<file path="src/fft_pkg.sv">
// ----------------------------------------------------------------------------
// fft_pkg: shared constants, types and twiddle table for the radix-2 FFT
// Holds sizes, the quarter sine table and the twiddle lookup functions.
// ----------------------------------------------------------------------------
package fft_pkg;

	localparam int MaxPoints   = 64;
	localparam int TwBits      = 16;
	localparam int AddrW       = 6;
	localparam int SampW       = 16;
	localparam int BinW        = 24;
	localparam int CntW        = 7;
	localparam int QDepth      = 4;
	localparam int QPtrW       = 2;
	localparam logic signed [BinW-1:0] BinMax = 24'sh7FFFFF;
	localparam logic signed [BinW-1:0] BinMin = -24'sh800000;

	// queue entry between front and back: one sample and its store slot
	typedef struct packed {
		logic [AddrW-1:0]        addr;
		logic signed [SampW-1:0] re;
		logic signed [SampW-1:0] im;
		logic                    last;
		logic [2:0]              lg;
	} fft_item_t;

	// sin(2*pi*m/64) in unsigned Q1.31
	function automatic logic [31:0] quarter_sine(input logic [4:0] m);
		logic [31:0] v;
		begin
			case (m)
				5'd0:  v = 32'd0;
				5'd1:  v = 32'd210490206;
				5'd2:  v = 32'd418953276;
				5'd3:  v = 32'd623381598;
				5'd4:  v = 32'd821806413;
				5'd5:  v = 32'd1012316784;
				5'd6:  v = 32'd1193077991;
				5'd7:  v = 32'd1362349204;
				5'd8:  v = 32'd1518500250;
				5'd9:  v = 32'd1660027308;
				5'd10: v = 32'd1785567396;
				5'd11: v = 32'd1893911494;
				5'd12: v = 32'd1984016189;
				5'd13: v = 32'd2055013723;
				5'd14: v = 32'd2106220352;
				5'd15: v = 32'd2137142927;
				5'd16: v = 32'd2147483648;
				default: v = 32'd0;
			endcase
			return v;
		end
	endfunction

	// magnitude rounded half up to TwBits-1 fraction bits
	function automatic logic signed [TwBits:0] tw_mag(input logic [4:0] m);
		logic [32:0] s;
		begin
			s = {1'b0, quarter_sine(m)} + (33'd1 << (32 - TwBits - 1));
			return $signed({1'b0, s[31 -: TwBits]});
		end
	endfunction

	function automatic logic signed [TwBits:0] tw_cos(input logic [4:0] m);
		begin
			if (m <= 5'd16) return tw_mag(5'd16 - m);
			return -tw_mag(m - 5'd16);
		end
	endfunction

	function automatic logic signed [TwBits:0] tw_nsin(input logic [4:0] m);
		begin
			if (m <= 5'd16) return -tw_mag(m);
			return -tw_mag(5'd0 - m);
		end
	endfunction

	function automatic logic signed [BinW-1:0] sat24(input logic signed [BinW+1:0] v);
		begin
			if (v > $signed({{2{1'b0}}, BinMax})) return BinMax;
			if (v < $signed({{2{1'b1}}, BinMin})) return BinMin;
			return v[BinW-1:0];
		end
	endfunction

endpackage

</file>
<file path="src/fft_front.sv">
// ----------------------------------------------------------------------------
// fft_front: sample intake
// Counts samples, computes the bit reversed store slot, flags the last one.
// ----------------------------------------------------------------------------
module fft_front import fft_pkg::*; (
	input  logic              clk,
	input  logic              arst_n,
	input  logic              cfg_we,
	input  logic [2:0]        cfg_data,
	input  logic              take,
	input  logic [SampW-1:0]  s_re,
	input  logic [SampW-1:0]  s_im,
	output fft_item_t         item
);
	logic [2:0]      lg_q;
	logic [CntW-1:0] cnt_q;
	logic [2:0]      lg;
	logic [AddrW-1:0] rev;
	logic [AddrW-1:0] idx;

	// clamp length code to 1..6
	always_comb begin
		lg = lg_q;
		if (lg_q == 3'd0) lg = 3'd1;
		if (lg_q > 3'd6) lg = 3'd6;
	end

	// bit reverse within lg bits
	always_comb begin
		idx = cnt_q[AddrW-1:0];
		rev = '0;
		for (int b = 0; b < AddrW; b++)
			if (b < lg) rev[lg - 3'd1 - b[2:0]] = idx[b];
	end

	assign item.addr = rev;
	assign item.re   = s_re;
	assign item.im   = s_im;
	assign item.lg   = lg;
	assign item.last = (cnt_q == (CntW'(1) << lg) - CntW'(1));

	// sample counter and length register
	always_ff @(posedge clk or negedge arst_n) begin
		if (!arst_n) begin
			lg_q  <= 3'd6;
			cnt_q <= '0;
		end else if (cfg_we) begin
			lg_q  <= cfg_data;
			cnt_q <= '0;
		end else if (take) begin
			cnt_q <= item.last ? '0 : cnt_q + CntW'(1);
		end
	end
endmodule

</file>
<file path="config.mk">
export PLATFORM = sky130hd
export DESIGN_NAME = fft_front
export DESIGN_NICKNAME = d
export VERILOG_FILES = /design/src/fft_pkg.sv /design/src/fft_front.sv
export SDC_FILE = /design/constraint.sdc
export NUM_CORES = 1
export LEC_CHECK = 0
export BUFFER_PORTS_ARGS = -buffer_cell sky130_fd_sc_hd__buf_2
export CAP_MARGIN = 20
export CORE_MARGIN = 1.5
export CORE_UTILIZATION = 37
export DETAILED_ROUTE_END_ITERATION = 10
export PLACE_DENSITY = 0.77
export RECOVER_POWER = 25
export SLEW_MARGIN = 20
export SYNTH_ARGS = -nofsm -noshare
export SYNTH_HDL_FRONTEND = slang
export SYNTH_SLANG_ARGS = --single-unit
export TNS_END_PERCENT = 1
</file>
<file path="constraint.sdc">
create_clock -name clk -period 2.3 [get_ports clk]
set_input_delay 0.46 -clock clk [delete_from_list [all_inputs] [get_ports clk]]
set_output_delay 0.46 -clock clk [all_outputs]
set_load 0.1 [all_outputs]
</file>
==> run summary <==
Post-synth cell types = 41
Clock Power Share = 0.238
Slowest CP cell = dfstp_2
First-pass DRT Iterations = 5
Result of the run = finished with violations
Num rows = 20
Worst Path Max Fanout = 4
Crit path buffers/inverters = 2
Top delay family on crit path = flip-flops
Synthesized area = 1170 µm²
Pwr Density = 550 nW/µm²
RSZ-0062 raised after global routing = yes
# IOs = 81
Setup ws final = -0.254 ns
Fraction of the mapped netlist area in compound gates = 0.134
Setup tns final = -0.320 ns
Max clock buf depth = 2
Combinational power share = 0.461
Register area = 253 µm²
Critical path, cell by cell = nor2b_4, nand2b_4, ha_4, xor2_4, mux2i_2, o211ai_4, inv_2, buf_12
Leakage power = 0.499 nW
Antenna cells = 0
Total grt overflow = 0
Sw frac = 0.418
Vias after detailed routing = 851
Worst Path Required = 1.84 ns
Endpoints failing hold = 0
Clock sinks = 10
ANT nets after route = 0
All-Layer GR Usage = 0.143
Peak supply drop = 0.000113 V
WL final = 2310 µm
Total CTS buffers = 3
Design Power = 0.649 mW
Mean post-synth cell area = 8.84 µm²
# DRC = 0
Max Clock Freq = 392 MHz
Final setup violation count = 2
Nets = 161
Port Buffer Count = 16
YS warnings = 0
Post-Syn Nets = 174
Max incr delay on CP = 0.55 ns
CTS tree = done
Critical Path Start Type = flip-flop
Global-route wire length before repair = 3830 µm
Flop pwr share = 0.300
Die X-Extent = 59.2 µm
HPWL after detailed placement = 1780 µm
Crit end category = primary output
Starting Density = 0.386
Synth Area in XOR/XNOR = 0.0600
Failing checks = negative setup slack
Most common cell after layout, fill and taps aside = nand2_1
Worst slack, placed = -0.0787 ns
Die Area = 3500 µm²
Hold_buf cts = 0
Worst Skew = 0.00257 ns
Total net switching power = 0.271 mW
Antenna violations before repair = 0
Post-synthesis mux area share = 0.0847
WS Path Type = flip-flop to primary output
Vias in the first global route = 865
Growth of design area from synthesis to finish = 1.18%
Gpl congestion = 0.773
Maxcap violations = 0
HP Class = input pin to async pin
Post-Synth Adder-Cell Area = 0.0418
Leading cell types in the layout, fill and taps excluded = nand2_1 (12), buf_2 (10), buf_4 (9)
Share of cells above drive strength 1 = 0.441
H-tree Lvls = 1
Slew margin rel. = 0.643
Post-Synth Simple-Gate Area = 0.196
Worst skew pair latency = 0.26 ns
Pint = 0.378 mW
Core area = 3030 µm²
Critical path data arrival time = 2.09 ns
Slew Limit Fails = 0
Clk root buf = clkbuf_4
Seq/Total Area, Yosys = 0.217
Cells after Synth = 132
Yosys reg bits = 10
Slew @ Worst Pin = 0.536 ns
Clk slew on worst S/H paths = 0.07 ns
Largest net degree at the start of global routing = 19
Wire per inst = 14.3 µm
Period minus WS final = 2.55 ns
Period utilization = 1.11
Multi-input gate area in the final layout = 658 µm²
Fill count = 313
Iter 0 DRT Violations = 59
Vias per inst = 5.25
Largest family of logic cells by synthesized area = buffers and inverters
Die H = 59.2 µm
==> final cells by class <==
type / instances / area share
clock buffer: 4 / 0.0307
inverter: 3 / 0.00953
multi-input combinational: 76 / 0.557
sequential: 10 / 0.214
tap: 44 / 0.0466
timing repair buffer: 25 / 0.142
==> path summary, 6_finish.rpt <==
check                                startpoint  depth (start not counted)  slack [ns]                    to
max                         lg_q[1]$_DFFE_PN1P_                          8       -0.25               item[3]
min                                      arst_n                          1        0.15  cnt_q[1]$_DFFE_PN0P_
max reg2reg                 lg_q[1]$_DFFE_PN1P_                          9        0.18  cnt_q[4]$_DFFE_PN0P_
min reg2reg                cnt_q[5]$_DFFE_PN0P_                          2        0.63  cnt_q[5]$_DFFE_PN0P_
max in group asynchronous                arst_n                          1        1.79   lg_q[1]$_DFFE_PN1P_
min in group clk                    cfg_data[2]                          2        0.43   lg_q[2]$_DFFE_PN1P_
==> flip-flops by register name, summed over array words and instances, names as in the netlist <==
| register | flops |
|---|---|
| cnt_q | 7 |
| lg_q | 3 |
==> per-layer routing <==
layer / up-vias / track usage / share of wire / wire (µm)
li1: 386 / - / - / -
met1: 408 / 0.153 / 0.38 / 888
met2: 37 / 0.238 / 0.50 / 1160
met3: 20 / 0.0393 / 0.071 / 165
met4: 0 / 0.110 / 0.040 / 92
met5: - / 0 / 0 / 0
==> power groups by stage <==
stage / Combinational, mW / Sequential, mW / Clock, mW
6_report: 0.299 / 0.195 / 0.155
5_1_grt: 0.316 / 0.196 / 0.167
4_1_cts: 0.294 / 0.195 / 0.160
3_5_place_dp: 0.277 / 0.197 / 0
3_3_place_gp: 0.271 / 0.196 / 0
2_1_floorplan: 0.489 / 0.199 / 0
==> stage by stage <==
step,instance area [µm²],cells,hold WS (ns),utilization
finish,1180,162,0.148,0.390
global route,1180,162,0.171,0.390
CTS,1160,161,0.0434,0.385
detailed placement,1080,157,0.329,0.357
global placement,1080,157,0.321,0.357
floorplan,1170,132,0.164,-
==> worst reg2reg max path: cells and delay by family, from the launching register on <==
kind | cells | cell delay (ns)
fa+ha+maj | 1 | 0.18
buf+inv | 1 | 0.19
simple gates | 2 | 0.25
flops | 1 | 0.55
xor+xnor | 1 | 0.17
mux | 1 | 0.29
compound gates | 3 | 0.37
==> cells by family (layout without fill, tap and decap cells) <==
logic type	after synthesis	count (layout)
buf+inv	46	32
simple gates	41	41
compound gates	18	18
flops	10	10
mux	8	8
xor+xnor	5	5
fa+ha+maj	4	4
==> cell usage after synthesis <==
library cell | n | area [µm²]
and3_1 | 3 | 18.8
o211ai_1 | 2 | 15.0
inv_1 | 2 | 7.51
clkbuf_1 | 6 | 22.5
nor3_1 | 3 | 15.0
o211a_1 | 1 | 10.0
and2_1 | 1 | 6.26
nor2_1 | 2 | 7.51
a32o_1 | 1 | 10.0
buf_4 | 32 | 240
nand3_2 | 1 | 10.0
a2111oi_4 | 1 | 27.5
nor2b_1 | 2 | 12.5
o21ai_0 | 7 | 35.0
nand2b_1 | 5 | 31.3
xor2_4 | 1 | 27.5
dfstp_2 | 2 | 52.6
mux2i_1 | 2 | 20.0
inv_2 | 1 | 3.75
xnor2_2 | 1 | 16.3
ha_1 | 3 | 37.5
a21o_1 | 1 | 7.51
nand4bb_1 | 1 | 11.3
mux4_2 | 1 | 22.5
nand4b_1 | 1 | 8.76
a31oi_1 | 2 | 12.5
maj3_2 | 1 | 11.3
nor3_2 | 1 | 10.0
nand3_1 | 5 | 25.0
or2_2 | 2 | 12.5
o31ai_2 | 1 | 12.5
o211ai_4 | 1 | 21.3
a21oi_1 | 1 | 5.00
mux2_2 | 5 | 56.3
xnor2_1 | 3 | 26.3
or2b_1 | 1 | 7.51
dfrtp_1 | 8 | 200
buf_6 | 2 | 22.5
nand3b_1 | 1 | 7.51
buf_2 | 3 | 15.0
nand2_1 | 12 | 45.0
==> timing repair <==
| item | CTS | global route |
|---|---|---|
| pin swaps | 3 | 2 |
| endpoints found under the hold margin | 0 | 0 |
| gates resized for setup | 9 | 4 |
| setup endpoints to repair | 2 | 5 |
| buffers inserted | 0 | 1 |
Power figures use the tool's default switching activity.
